[src/rtl/htrp_pkg.sv]
// ----------------------------------------------------------------------------
// htrp_pkg
// shared types and codes of the trace record parser
// ----------------------------------------------------------------------------
package htrp_pkg;

	localparam int ADDR_BITS_DEF = 64;
	localparam int SIZE_BITS_DEF = 32;
	localparam int OUT_ADDR_W    = 64;
	localparam int OUT_SIZE_W    = 32;
	localparam int REC_NUM_W     = 32;
	localparam int CMD_DEPTH     = 4;

	localparam logic [1:0] RK_RECORD = 2'd0;
	localparam logic [1:0] RK_END    = 2'd1;
	localparam logic [1:0] RK_ERROR  = 2'd2;

	localparam logic [2:0] EC_NONE       = 3'd0;
	localparam logic [2:0] EC_SHORT_LINE = 3'd1;
	localparam logic [2:0] EC_BAD_TYPE   = 3'd2;
	localparam logic [2:0] EC_BAD_ADDR   = 3'd3;
	localparam logic [2:0] EC_NO_SIZE    = 3'd4;
	localparam logic [2:0] EC_BAD_SIZE   = 3'd5;

	localparam logic [2:0] AK_READ  = 3'd0;
	localparam logic [2:0] AK_WRITE = 3'd1;
	localparam logic [2:0] AK_FETCH = 3'd2;
	localparam logic [2:0] AK_MISC  = 3'd3;
	localparam logic [2:0] AK_COPY  = 3'd4;
	localparam logic [2:0] AK_INVAL = 3'd5;

	// one command from the front to the back
	typedef struct packed {
		logic       rec;
		logic       err;
		logic       fin;
		logic [2:0] access;
		logic [2:0] code;
	} cmd_ctl_t;

endpackage

[src/rtl/htrp_front.sv]
// ----------------------------------------------------------------------------
// htrp_front
// per-character line parser, turns items into record/error/end commands
// ----------------------------------------------------------------------------
module htrp_front
	import htrp_pkg::*;
#(
	parameter int ADDR_BITS = ADDR_BITS_DEF,
	parameter int SIZE_BITS = SIZE_BITS_DEF
) (
	input  logic                 clk,
	input  logic                 arst_n,
	input  logic                 accept,
	input  logic [7:0]           char_byte,
	input  logic                 end_of_input,
	output logic                 cmd_push,
	output cmd_ctl_t             cmd_ctl,
	output logic [ADDR_BITS-1:0] cmd_addr,
	output logic [SIZE_BITS-1:0] cmd_size
);

	typedef enum logic [3:0] {
		PH_START,
		PH_AFTER_TYPE,
		PH_PRE_ADDR,
		PH_ADDR_FIRST,
		PH_ADDR,
		PH_PRE_SIZE,
		PH_SIZE_FIRST,
		PH_SIZE,
		PH_TAIL,
		PH_DISCARD
	} phase_t;

	localparam logic [7:0] CH_SPACE = 8'h20;
	localparam logic [7:0] CH_TAB   = 8'h09;
	localparam logic [7:0] CH_NL    = 8'h0a;
	localparam logic [7:0] CH_X_LO  = 8'h78;
	localparam logic [7:0] CH_X_UP  = 8'h58;

	phase_t               phase_q, phase_nxt, ph;
	logic [2:0]           held_q, held_nxt;
	logic [ADDR_BITS-1:0] addr_q, addr_nxt;
	logic [SIZE_BITS-1:0] size_q, size_nxt;
	logic                 blank, nl, is_x, skip;
	logic [4:0]           hex;
	logic [3:0]           tval;
	cmd_ctl_t             ctl;

	// {valid, digit}
	function automatic logic [4:0] hex_dec(input logic [7:0] c);
		logic [4:0] r;
		r = 5'd0;
		if (c >= 8'h30 && c <= 8'h39)
			r = {1'b1, 4'(c - 8'h30)};
		else if (c >= 8'h61 && c <= 8'h66)
			r = {1'b1, 4'(c - 8'h57)};
		else if (c >= 8'h41 && c <= 8'h46)
			r = {1'b1, 4'(c - 8'h37)};
		return r;
	endfunction

	// {valid, access kind}
	function automatic logic [3:0] type_dec(input logic [7:0] c);
		logic [3:0] r;
		r = 4'd0;
		unique case (c)
			8'h72, 8'h52: r = {1'b1, AK_READ};
			8'h77, 8'h57: r = {1'b1, AK_WRITE};
			8'h69, 8'h49: r = {1'b1, AK_FETCH};
			8'h6d, 8'h4d: r = {1'b1, AK_MISC};
			8'h63, 8'h43: r = {1'b1, AK_COPY};
			8'h76, 8'h56: r = {1'b1, AK_INVAL};
			default: r = 4'd0;
		endcase
		return r;
	endfunction

	assign blank = (char_byte == CH_SPACE) || (char_byte == CH_TAB);
	assign nl    = (char_byte == CH_NL);
	assign is_x  = (char_byte == CH_X_LO) || (char_byte == CH_X_UP);
	assign hex   = hex_dec(char_byte);
	assign tval  = type_dec(char_byte);

	always_comb begin
		phase_nxt  = phase_q;
		held_nxt   = held_q;
		addr_nxt   = addr_q;
		size_nxt   = size_q;
		ctl        = '0;
		ctl.access = held_q;
		ctl.code   = EC_NONE;
		skip       = 1'b0;
		ph         = phase_q;

		// optional 0x prefix right after a leading zero
		if (phase_q == PH_ADDR_FIRST) begin
			ph = PH_ADDR;
			if (!end_of_input && is_x && addr_q == '0)
				skip = 1'b1;
		end else if (phase_q == PH_SIZE_FIRST) begin
			ph = PH_SIZE;
			if (!end_of_input && is_x && size_q == '0)
				skip = 1'b1;
		end

		if (skip) begin
			phase_nxt = ph;
		end else if (end_of_input) begin
			ctl.fin   = 1'b1;
			phase_nxt = PH_START;
			case (ph)
				PH_AFTER_TYPE: begin
					ctl.err  = 1'b1;
					ctl.code = EC_BAD_TYPE;
				end
				PH_PRE_ADDR: begin
					ctl.err  = 1'b1;
					ctl.code = EC_SHORT_LINE;
				end
				PH_ADDR, PH_PRE_SIZE: begin
					ctl.err  = 1'b1;
					ctl.code = EC_NO_SIZE;
				end
				PH_SIZE, PH_TAIL: begin
					ctl.rec = 1'b1;
				end
				default: begin
				end
			endcase
		end else begin
			case (ph)
				PH_AFTER_TYPE: begin
					if (nl) begin
						ctl.err   = 1'b1;
						ctl.code  = EC_SHORT_LINE;
						phase_nxt = PH_START;
					end else if (blank) begin
						phase_nxt = PH_PRE_ADDR;
					end else begin
						ctl.err   = 1'b1;
						ctl.code  = EC_BAD_TYPE;
						phase_nxt = PH_DISCARD;
					end
				end
				PH_PRE_ADDR: begin
					if (blank) begin
						phase_nxt = PH_PRE_ADDR;
					end else if (nl) begin
						ctl.err   = 1'b1;
						ctl.code  = EC_SHORT_LINE;
						phase_nxt = PH_START;
					end else if (hex[4]) begin
						addr_nxt  = ADDR_BITS'(hex[3:0]);
						phase_nxt = PH_ADDR_FIRST;
					end else begin
						ctl.err   = 1'b1;
						ctl.code  = EC_BAD_ADDR;
						phase_nxt = PH_DISCARD;
					end
				end
				PH_ADDR: begin
					if (hex[4]) begin
						addr_nxt  = {addr_q[ADDR_BITS-5:0], hex[3:0]};
						phase_nxt = PH_ADDR;
					end else if (blank) begin
						phase_nxt = PH_PRE_SIZE;
					end else if (nl) begin
						ctl.err   = 1'b1;
						ctl.code  = EC_NO_SIZE;
						phase_nxt = PH_START;
					end else begin
						ctl.err   = 1'b1;
						ctl.code  = EC_BAD_ADDR;
						phase_nxt = PH_DISCARD;
					end
				end
				PH_PRE_SIZE: begin
					if (blank) begin
						phase_nxt = PH_PRE_SIZE;
					end else if (nl) begin
						ctl.err   = 1'b1;
						ctl.code  = EC_NO_SIZE;
						phase_nxt = PH_START;
					end else if (hex[4]) begin
						size_nxt  = SIZE_BITS'(hex[3:0]);
						phase_nxt = PH_SIZE_FIRST;
					end else begin
						ctl.err   = 1'b1;
						ctl.code  = EC_BAD_SIZE;
						phase_nxt = PH_DISCARD;
					end
				end
				PH_SIZE: begin
					if (hex[4]) begin
						size_nxt  = {size_q[SIZE_BITS-5:0], hex[3:0]};
						phase_nxt = PH_SIZE;
					end else if (blank) begin
						phase_nxt = PH_TAIL;
					end else if (nl) begin
						ctl.rec   = 1'b1;
						phase_nxt = PH_START;
					end else begin
						ctl.err   = 1'b1;
						ctl.code  = EC_BAD_SIZE;
						phase_nxt = PH_DISCARD;
					end
				end
				PH_TAIL: begin
					if (nl) begin
						ctl.rec   = 1'b1;
						phase_nxt = PH_START;
					end
				end
				PH_DISCARD: begin
					if (nl)
						phase_nxt = PH_START;
				end
				default: begin
					phase_nxt = PH_START;
					if (blank) begin
						phase_nxt = PH_START;
					end else if (nl) begin
						ctl.err  = 1'b1;
						ctl.code = EC_SHORT_LINE;
					end else if (tval[3]) begin
						held_nxt  = tval[2:0];
						phase_nxt = PH_AFTER_TYPE;
					end else begin
						ctl.err   = 1'b1;
						ctl.code  = EC_BAD_TYPE;
						phase_nxt = PH_DISCARD;
					end
				end
			endcase
		end
	end

	always_ff @(posedge clk or negedge arst_n) begin
		if (!arst_n) begin
			phase_q <= PH_START;
			held_q  <= '0;
			addr_q  <= '0;
			size_q  <= '0;
		end else if (accept) begin
			phase_q <= phase_nxt;
			held_q  <= held_nxt;
			addr_q  <= addr_nxt;
			size_q  <= size_nxt;
		end
	end

	assign cmd_push = accept && (ctl.rec || ctl.err || ctl.fin);
	assign cmd_ctl  = ctl;
	assign cmd_addr = addr_q;
	assign cmd_size = size_q;

endmodule

[src/rtl/htrp_queue.sv]
// ----------------------------------------------------------------------------
// htrp_queue
// small command queue between parser front and result back
// ----------------------------------------------------------------------------
module htrp_queue
	import htrp_pkg::*;
#(
	parameter int WIDTH = 8,
	parameter int DEPTH = CMD_DEPTH
) (
	input  logic             clk,
	input  logic             arst_n,
	input  logic             push,
	input  logic [WIDTH-1:0] wdata,
	output logic             full,
	input  logic             pop,
	output logic [WIDTH-1:0] rdata,
	output logic             empty
);

	localparam int PW = (DEPTH > 1) ? $clog2(DEPTH) : 1;
	localparam int CW = $clog2(DEPTH + 1);

	logic [WIDTH-1:0] entry_q [DEPTH];
	logic [PW-1:0]    wr_ptr_q, rd_ptr_q;
	logic [CW-1:0]    count_q;
	logic             do_push, do_pop;

	assign full    = (count_q == CW'(DEPTH));
	assign empty   = (count_q == '0);
	assign do_push = push && !full;
	assign do_pop  = pop && !empty;
	assign rdata   = entry_q[rd_ptr_q];

	function automatic logic [PW-1:0] ptr_inc(input logic [PW-1:0] p);
		return (p == PW'(DEPTH - 1)) ? '0 : p + 1'b1;
	endfunction

	always_ff @(posedge clk) begin
		if (do_push)
			entry_q[wr_ptr_q] <= wdata;
	end

	always_ff @(posedge clk or negedge arst_n) begin
		if (!arst_n) begin
			wr_ptr_q <= '0;
			rd_ptr_q <= '0;
			count_q  <= '0;
		end else begin
			if (do_push)
				wr_ptr_q <= ptr_inc(wr_ptr_q);
			if (do_pop)
				rd_ptr_q <= ptr_inc(rd_ptr_q);
			if (do_push && !do_pop)
				count_q <= count_q + 1'b1;
			else if (do_pop && !do_push)
				count_q <= count_q - 1'b1;
		end
	end

endmodule

[src/rtl/htrp_back.sv]
// ----------------------------------------------------------------------------
// htrp_back
// expands commands into result items, numbers records, holds the output stage
// ----------------------------------------------------------------------------
module htrp_back
	import htrp_pkg::*;
#(
	parameter int ADDR_BITS = ADDR_BITS_DEF,
	parameter int SIZE_BITS = SIZE_BITS_DEF
) (
	input  logic                  clk,
	input  logic                  arst_n,
	input  logic                  cmd_empty,
	output logic                  cmd_pop,
	input  cmd_ctl_t              cmd_ctl,
	input  logic [ADDR_BITS-1:0]  cmd_addr,
	input  logic [SIZE_BITS-1:0]  cmd_size,
	input  logic                  pop,
	output logic                  empty,
	output logic [1:0]            result_kind,
	output logic [2:0]            access_kind,
	output logic [OUT_ADDR_W-1:0] ref_address,
	output logic [OUT_SIZE_W-1:0] ref_size,
	output logic [2:0]            error_code,
	output logic [REC_NUM_W-1:0]  record_number,
	output logic                  last_of_run
);

	logic                  valid_q, pend_end_q;
	logic [REC_NUM_W-1:0]  count_q;
	logic [1:0]            kind_q;
	logic [2:0]            access_q, code_q;
	logic [OUT_ADDR_W-1:0] addr_q;
	logic [OUT_SIZE_W-1:0] size_q;
	logic [REC_NUM_W-1:0]  num_q;
	logic                  last_q;
	logic                  load_ok;

	assign load_ok = !valid_q || pop;
	assign cmd_pop = load_ok && !pend_end_q && !cmd_empty;

	always_ff @(posedge clk or negedge arst_n) begin
		if (!arst_n) begin
			valid_q    <= 1'b0;
			pend_end_q <= 1'b0;
			count_q    <= '0;
		end else if (load_ok) begin
			if (pend_end_q) begin
				valid_q    <= 1'b1;
				pend_end_q <= 1'b0;
			end else if (!cmd_empty) begin
				valid_q    <= 1'b1;
				pend_end_q <= cmd_ctl.fin && (cmd_ctl.rec || cmd_ctl.err);
				if (cmd_ctl.rec)
					count_q <= count_q + 1'b1;
			end else begin
				valid_q <= 1'b0;
			end
		end
	end

	// result payload
	always_ff @(posedge clk) begin
		if (load_ok) begin
			if (pend_end_q || (!cmd_empty && !cmd_ctl.rec && !cmd_ctl.err)) begin
				kind_q   <= RK_END;
				access_q <= '0;
				addr_q   <= '0;
				size_q   <= '0;
				code_q   <= EC_NONE;
				num_q    <= count_q;
				last_q   <= 1'b1;
			end else if (cmd_ctl.rec) begin
				kind_q   <= RK_RECORD;
				access_q <= cmd_ctl.access;
				addr_q   <= OUT_ADDR_W'(cmd_addr);
				size_q   <= OUT_SIZE_W'(cmd_size);
				code_q   <= EC_NONE;
				num_q    <= count_q;
				last_q   <= !cmd_ctl.fin;
			end else begin
				kind_q   <= RK_ERROR;
				access_q <= '0;
				addr_q   <= '0;
				size_q   <= '0;
				code_q   <= cmd_ctl.code;
				num_q    <= count_q;
				last_q   <= !cmd_ctl.fin;
			end
		end
	end

	assign empty         = !valid_q;
	assign result_kind   = kind_q;
	assign access_kind   = access_q;
	assign ref_address   = addr_q;
	assign ref_size      = size_q;
	assign error_code    = code_q;
	assign record_number = num_q;
	assign last_of_run   = last_q;

endmodule

[src/rtl/hex_trace_record_parser.sv]
// ----------------------------------------------------------------------------
// hex_trace_record_parser
// text trace line parser: characters in, access records out
// ----------------------------------------------------------------------------
// input channel: push/full, one character or an end-of-input marker per item;
//   an item is taken at a clock edge with push high and full low
// result channel: empty/pop, the oldest result sits on the ports while empty
//   is low and leaves at an edge with pop high
// each item gives zero, one or two results (record or error, then end)
// a command is written into the command queue, then loaded into the output stage
// throughput: one item per cycle while full is low; the back end moves one
//   result per cycle while the output stage is free, so an item with two results
//   delays the next command, a gap absorbed by the four-entry command queue
// a stalled result (pop low) holds the output stage; the front keeps taking
//   items until the command queue fills, then full goes high
// reset clears the parse phase, accumulators, record count, command queue and output stage
// address and size accumulators wrap at ADDR_BITS and SIZE_BITS bits
// ----------------------------------------------------------------------------
module hex_trace_record_parser
	import htrp_pkg::*;
#(
	parameter int ADDR_BITS = ADDR_BITS_DEF,
	parameter int SIZE_BITS = SIZE_BITS_DEF
) (
	input  logic                  clk,
	input  logic                  arst_n,
	input  logic                  push,
	output logic                  full,
	input  logic [7:0]            char_byte,
	input  logic                  end_of_input,
	input  logic                  pop,
	output logic                  empty,
	output logic [1:0]            result_kind,
	output logic [2:0]            access_kind,
	output logic [OUT_ADDR_W-1:0] ref_address,
	output logic [OUT_SIZE_W-1:0] ref_size,
	output logic [2:0]            error_code,
	output logic [REC_NUM_W-1:0]  record_number,
	output logic                  last_of_run
);

	localparam int CMD_W = $bits(cmd_ctl_t) + ADDR_BITS + SIZE_BITS;

	logic                 accept;
	logic                 f_push;
	cmd_ctl_t             f_ctl, b_ctl;
	logic [ADDR_BITS-1:0] f_addr, b_addr;
	logic [SIZE_BITS-1:0] f_size, b_size;
	logic                 q_empty, q_pop;
	logic [CMD_W-1:0]     q_rdata;

	assign accept = push && !full;

	htrp_front #(
		.ADDR_BITS (ADDR_BITS),
		.SIZE_BITS (SIZE_BITS)
	) u_front (
		.clk          (clk),
		.arst_n       (arst_n),
		.accept       (accept),
		.char_byte    (char_byte),
		.end_of_input (end_of_input),
		.cmd_push     (f_push),
		.cmd_ctl      (f_ctl),
		.cmd_addr     (f_addr),
		.cmd_size     (f_size)
	);

	htrp_queue #(
		.WIDTH (CMD_W),
		.DEPTH (CMD_DEPTH)
	) u_queue (
		.clk    (clk),
		.arst_n (arst_n),
		.push   (f_push),
		.wdata  ({f_ctl, f_addr, f_size}),
		.full   (full),
		.pop    (q_pop),
		.rdata  (q_rdata),
		.empty  (q_empty)
	);

	assign {b_ctl, b_addr, b_size} = q_rdata;

	htrp_back #(
		.ADDR_BITS (ADDR_BITS),
		.SIZE_BITS (SIZE_BITS)
	) u_back (
		.clk           (clk),
		.arst_n        (arst_n),
		.cmd_empty     (q_empty),
		.cmd_pop       (q_pop),
		.cmd_ctl       (b_ctl),
		.cmd_addr      (b_addr),
		.cmd_size      (b_size),
		.pop           (pop),
		.empty         (empty),
		.result_kind   (result_kind),
		.access_kind   (access_kind),
		.ref_address   (ref_address),
		.ref_size      (ref_size),
		.error_code    (error_code),
		.record_number (record_number),
		.last_of_run   (last_of_run)
	);

endmodule

[config.mk]
export PLATFORM = sky130hd
export DESIGN_NAME = hex_trace_record_parser
export DESIGN_NICKNAME = d
export VERILOG_FILES = /design/src/rtl/htrp_pkg.sv /design/src/rtl/htrp_front.sv /design/src/rtl/htrp_queue.sv /design/src/rtl/htrp_back.sv /design/src/rtl/hex_trace_record_parser.sv
export SDC_FILE = /design/constraint.sdc
export NUM_CORES = 1
export LEC_CHECK = 0
export BUFFER_PORTS_ARGS = -buffer_cell sky130_fd_sc_hd__buf_2
export CAP_MARGIN = 20
export CORE_MARGIN = 2
export CORE_UTILIZATION = 50
export CTS_CLUSTER_DIAMETER = 50
export CTS_CLUSTER_SIZE = 28
export DETAILED_ROUTE_END_ITERATION = 7
export GPL_TIMING_DRIVEN = 1
export PLACE_DENSITY = 0.79
export SYNTH_ARGS = -nofsm -noshare
export SYNTH_HDL_FRONTEND = slang
export SYNTH_SLANG_ARGS = --single-unit
[constraint.sdc]
create_clock -name clk -period 4.9 [get_ports clk]
set_input_delay 0.735 -clock clk [delete_from_list [all_inputs] [get_ports clk]]
set_output_delay 0.735 -clock clk [all_outputs]
set_load 0.1 [all_outputs]
# Yosys cells after proc, flatten, opt, wreduce, memory -nomap -nowiden
# Memory sizes are Yosys's and may differ from the RTL's.
# Cells that the tools add are included.
[word_totals]
reg_bits = 281
latchBits = 0
mem_bits_rw = 420
mem_bits_ro = 0
input_bits = 13
out_inout_bits = 139
memories = 1
[mem_list]
columns = ["memory", "words", "width", "read_ports", "rd_ports_with_merged_regs", "write_ports", "line", "text"]
rows = [
  ["u_queue.entry_q", 4, 105, 1, 0, 1, "htrp_queue.sv:24", "logic [WIDTH-1:0] entry_q [DEPTH];"],
]
[classes]
add_sub_neg = 8
n_mul = 0
div_mod_pow = 0
magnitude_cmp = 6
n_eq_ne = 38
n_shift = 0
muxes = 92
bitwise_logic = 8
n_reduce_logical = 59
[ops]
columns = ["op", "n"]
rows = [
  ["$mux 64", 4],
  ["$mux 32", 4],
  ["$pmux 64 s2", 1],
  ["$eq 8x7->1 const B", 14],
  ["$mux 4", 21],
  ["$logic_not 64->1", 1],
  ["$pmux 32 s2", 1],
  ["$mux 3", 19],
  ["$pmux 4 s6", 2],
  ["$add 32x1->32 const B", 1],
  ["$logic_not 32->1", 1],
  ["$mux 1", 24],
  ["$reduce_or 2->1", 12],
  ["$mux 2", 9],
  ["$pmux 3 s6", 1],
  ["$logic_and 1x1->1", 17],
  ["$eq 4x3->1 const B", 4],
  ["$eq 8x4->1 const B", 2],
  ["$ge 8x7->1 const B", 2],
  ["$le 8x7->1 const B", 2],
  ["$reduce_and 8->1", 2],
  ["$mux 5", 3],
  ["$logic_not 1->1", 10],
  ["$pmux 3 s3", 1],
  ["other kinds (27)", 53],
]

# Depth between registers and ports, before layout
[logic_depth]
depth_word = 19
mapped_depth = 15

# By module
# From an unflattened synthesis, not the netlist that was laid out.
[unflattened]
cells_unflattened = 1620
hier_area_um2 = 27224.9
[by_module_without_submodules]
columns = ["module", "n_inst", "cells_each", "area_per_inst_um2", "seq_area_each_um2"]
rows = [
  ["htrp_queue", 1, 586, 15563.7, 12787.3],
  ["htrp_back", 1, 410, 6461.2, 4964.8],
  ["htrp_front", 1, 623, 5186.2, 2577.5],
  ["hex_trace_record_parser", 1, 1, 13.8, 0.0],
]

# Least setup slack after synthesis
# Ideal clock, no wire load.
[synth_path]
path_kind = "in2reg"
from = "in pop"
to = "reg u_back.count_q[31]"
setup_time_ns = 0.079
arrival_time_ns = 5.806
t_required_ns = 4.821
setup_slack_ns = -0.985
path_stages = 7
path_buffers = 0
path_cell_list = "nand2b_1 > nand4_4 > nor4_4 > nand3_1 > or2_1 > nor3_2 > xor2_1"
[synth_between]
elab_chain_cells = 2
[synth_lines]
columns = ["element", "line", "text"]
rows = [
  ["start, declared", "hex_trace_record_parser.sv:31", "input logic pop,"],
  ["$logic_or 1x1->1", "htrp_back.sv:39", "assign load_ok = !valid_q || pop;"],
  ["$reduce_and 4->1 (no source line)", "--", ""],
  ["end signal, assigned", "htrp_back.sv:55", "count_q <= count_q + 1'b1;"],
  ["end, declared", "htrp_back.sv:30", "logic [REC_NUM_W-1:0] count_q;"],
]
# Every way passes these cells.
# A chain may end at the register's enable or synchronous reset.

# Final worst setup path
[layout_path]
from = "in char_byte[0]"
to = "reg u_queue.count_q[2]"
[layout_between]
elab_chain_cells = 18
word_cells_on_any_way = 71
[layout_lines]
columns = ["element", "line", "text"]
rows = [
  ["start, declared", "hex_trace_record_parser.sv:29", "input logic [7:0] char_byte,"],
  ["$ge 8x7->1 / $le 8x7->1 (equally long branches)", "htrp_front.sv:58", "else if (c >= 8'h41 && c <= 8'h46)"],
  ["$logic_and 1x1->1", "htrp_front.sv:58", ""],
  ["$mux 5", "htrp_front.sv:58", ""],
  ["$mux 5", "htrp_front.sv:56", "else if (c >= 8'h61 && c <= 8'h66)"],
  ["$mux 5", "htrp_front.sv:54", "if (c >= 8'h30 && c <= 8'h39)"],
  ["$mux 1", "htrp_front.sv:153, htrp_front.sv:185", ""],
  ["$mux 1", "htrp_front.sv:149", "end else if (nl) begin"],
  ["$mux 1", "htrp_front.sv:147", "if (blank) begin"],
  ["(+3 left out)", "--", ""],
  ["$logic_or 1x1->1", "htrp_front.sv:253", "assign cmd_push = accept && (ctl.rec || ctl.err || ctl.fin);"],
  ["$logic_or 1x1->1 *", "htrp_front.sv:253", ""],
  ["$logic_and 1x1->1 *", "htrp_front.sv:253", ""],
  ["$logic_and 1x1->1 *", "htrp_queue.sv:31", "assign do_push = push && !full;"],
  ["net u_queue.do_push", "htrp_queue.sv:27", "logic do_push, do_pop;"],
  ["$logic_not 1->1", "htrp_queue.sv:56", "else if (do_pop && !do_push)"],
  ["$logic_and 1x1->1", "htrp_queue.sv:56", ""],
  ["$reduce_bool 2->1 (no source line)", "--", ""],
  ["end signal, assigned", "htrp_queue.sv:55", "count_q <= count_q + 1'b1;"],
  ["end signal, assigned", "htrp_queue.sv:57", "count_q <= count_q - 1'b1;"],
  ["end, declared", "htrp_queue.sv:26", "logic [CW-1:0] count_q;"],
]
# Mark *: on every way through the listed nets, which the timed path passes. The rest lies on a longest branch.

==> flow_metrics.py <==
metrics = {
    "yosys": {
        "ys_warn_count": 0,
        "synthTopCellsByArea": "edfxtp_1 (62%), dfrtp_1 (13%), mux4_2 (8.7%)",
        "yosys.area.top_type": "edfxtp_1",
        "synth_top_area_frac": 0.6179,
        "async_reset_ff_frac": 0.2054,
        "ys.flop_type": "edfxtp_1",
        "ys_seq_area_frac": 0.7510,
        "synth_edf_count": 557,
        "syn_area_per_cell_um2": 16.92,
        "synth_area_um2": 27070,
        "ys_ff_latch": 701,
        "syn-instance-count": 1600,
        "yosysUniqueCellTypes": 73,
        "syn_nets": 1625,
    },
    "die": {
        "num_rows": 85,
        "initial_core_util": 0.5040,
        "core_um2": 53710,
        "dieArea_um2": 56020,
        "ios": 152,
        "die_h_um": 236.7,
        "die_w_um": 236.7,
    },
    "detailed_routing": {
        "drc": 0,
        "drt_wl_total_um": 54910,
        "routed_via_density": 5.878,
        "drtIter0Drc": 1684,
        "drtAntennaViolNets": 0,
        "wl_per_cell_um": 22.28,
        "vias": 14484,
        "firstDrtPassIters": 6,
    },
    "critical_path": {
        "endpoint_kind": "flop",
        "crit_chain": "buf_2 > inv_1 > ha_1 > a21o_1 > o221a_2 > a211oi_1 > a21boi_0 > o32ai_1 > o21ai_4 > ha_1 > inv_1 > fa_1 > xor2_1 > nor2_1 > xor2_1",
        "crit_required_ns": 5.42,
        "critical-path-max-stage-delay_ns": 0.70,
        "cp_max_fo": 7,
        "cp_top_family": "compound AO/OA/AOI/OAI gates",
        "start_kind": "primary input",
        "crit_type": "primary input to flop",
        "path_buf_inv": 3,
        "crit_slowest_cell": "a211oi_1",
        "crit_arrival_ns": 4.37,
    },
    "timing": {
        "finalCritPeriodShare": 0.7857,
        "tightest_slew_ns": 1.030,
        "max_freq_mhz": 259.7,
        "final-setup-viol-count": 0,
        "slew_viol_final": 0,
        "holdWs_ns": 0.1995,
        "setup_tns_ns": 0,
        "fin_ws_ns": 1.050,
        "hold_violations": 0,
        "finalCriticalPeriod_ns": 3.850,
        "fin_skew_ns": 0.03103,
        "slew_headroom": 0.3133,
        "rsz0062_at_grt": "no",
    },
    "finish": {
        "final_cell_mix": "edfxtp_1 (557), nand2_1 (217), buf_2 (150)",
        "fin_nets": 1759,
        "syn2layout_area_growth_pct": 11.57,
        "drive_above_1_share": 0.2241,
        "final_util": 0.5623,
        "layout_commonest_cell": "edfxtp_1",
    },
    "cts": {
        "clk_latency_ns": 0.60,
        "root_buffer": "clkbuf_16",
        "cts.sinks": 701,
        "cts.path.max_buffers": 3,
        "cts_resized": 0,
        "cts_max_level": 2,
        "cts_setup_buffers": 0,
        "cts_tree": "built",
        "cts_buffers": 42,
        "clk_pin_slew_worst_paths_ns": 0.09,
        "hold_buffers": 0,
    },
    "placement": {
        "numPortBuffers": 151,
        "gp_congestion": 0.8450,
        "pre_cts_ws_ns": 0.5562,
        "place_hpwl_um": 33720,
    },
    "worst_hold_path": {
        "hold_path_class": "primary input to async pin",
    },
    "grt": {
        "grt_first_pass_wirelength_um": 85950,
        "grt_util_all_layers": 0.1986,
        "overflow": 0,
        "antenna_found_initial": 1,
        "grt_max_degree": 106,
        "grt_pass1_vias": 14746,
    },
    "power": {
        "power_mw": 18.63,
        "power_density_nw_per_um2": 616.7,
        "peakVddDrop_mv": 0.4055,
        "p_leak_nw": 11.10,
    },
    "job": {
        "maxCapViolations": 0,
    },
    "outcome": {
        "outcome": "completed",
    },
}
## cell type report
type / count / area (um2)
diodes: 1 / 2.502
clock buffers: 47 / 1091
clock inverters: 30 / 402.9
fillers: 3905 / 23510
inverters: 17 / 63.81
multi-input cells: 793 / 6327
flip-flops and latches: 701 / 20340
well taps: 696 / 870.8
repair buffers: 179 / 1105
## routing by layer
metal  track usage  routed length, um
met4       0.06578               1552
met5             0                  0
met3       0.03019               3764
met1        0.2802              22450
met2        0.3215              27140
## power breakdown
| part | leakage [nW] | internal, mW | switching [mW] |
|---|---|---|---|
| sequential | 7.24 | 7.74 | 0.509 |
| clock | 0.719 | 1.77 | 2.15 |
| combinational | 3.14 | 1.73 | 4.73 |
| total | 11.1 | 11.2 | 7.38 |
## cell families after synthesis
logic type                 Yosys count  synth area share
and+or+nand+nor                    470           0.08746
DFF                                701            0.7510
xor gates and xnor gates            34           0.01100
muxes                              118           0.09309
buffers and inverters              106           0.01659
AOI/OAI and AO/OA                  159           0.03499
adders and majority gates           12          0.005824
## final timing paths
kind | to | cells after the start | slack (ns) | startpoint
hold reg to reg | u_back.record_number[27] | 0 | 0.45 | u_back.count_q[27]
setup reg to reg | u_queue.count_q[2] | 12 | 1.13 | u_front.phase_q[2]
setup / recovery | u_queue.count_q[2] | 15 | 1.05 | char_byte[0]
hold / removal | u_back.count_q[28] | 1 | 0.20 | arst_n
max in group asynchronous | u_front.cmd_addr[45] | 2 | 3.58 | arst_n
min in group clk | u_back.record_number[27] | 0 | 0.45 | u_back.count_q[27]
## cells in the mapped netlist (3+ instances only)
| cell | count |
|---|---|
| a21o_1 | 4 |
| a21oi_1 | 11 |
| a31oi_1 | 3 |
| and2_1 | 5 |
| and3_1 | 107 |
| buf_1 | 8 |
| buf_2 | 18 |
| buf_4 | 5 |
| clkbuf_1 | 55 |
| dfrtp_1 | 144 |
| edfxtp_1 | 557 |
| ha_1 | 11 |
| inv_1 | 17 |
| mux2_2 | 9 |
| mux4_2 | 105 |
| nand2_1 | 217 |
| nand2b_1 | 8 |
| nand3_1 | 18 |
| nand3b_1 | 4 |
| nand4_1 | 11 |
| nor2_1 | 33 |
| nor2b_1 | 8 |
| nor3_1 | 10 |
| nor4_1 | 26 |
| o21ai_0 | 106 |
| o21ai_1 | 4 |
| or2_2 | 4 |
| xnor2_1 | 24 |
| xor2_1 | 10 |
## flip-flops by register name, summed over array words and instances, names as in the netlist
signal,cells
u_back.last_of_run,1
u_queue.wr_ptr_q,2
u_back.record_number,32
u_queue.rd_ptr_q,2
u_back.count_q,32
u_back.error_code,3
u_back.access_kind,3
u_back.valid_q,1
u_front.held_q,3
u_back.result_kind,2
u_queue.count_q,3
u_queue.entry_q,420
u_back.ref_size,32
u_front.cmd_size,32
u_back.pend_end_q,1
u_front.phase_q,4
u_front.cmd_addr,64
u_back.ref_address,64
## metrics by stage
stage / instance area [um2] / instances
5_1_grt: 30200 / 2463
3_3_place_gp: 28680 / 2385
4_1_cts: 30170 / 2462
3_5_place_dp: 28680 / 2385
6_report: 30200 / 2464
2_1_floorplan: 27080 / 1600
Power figures use the tool's default switching activity.
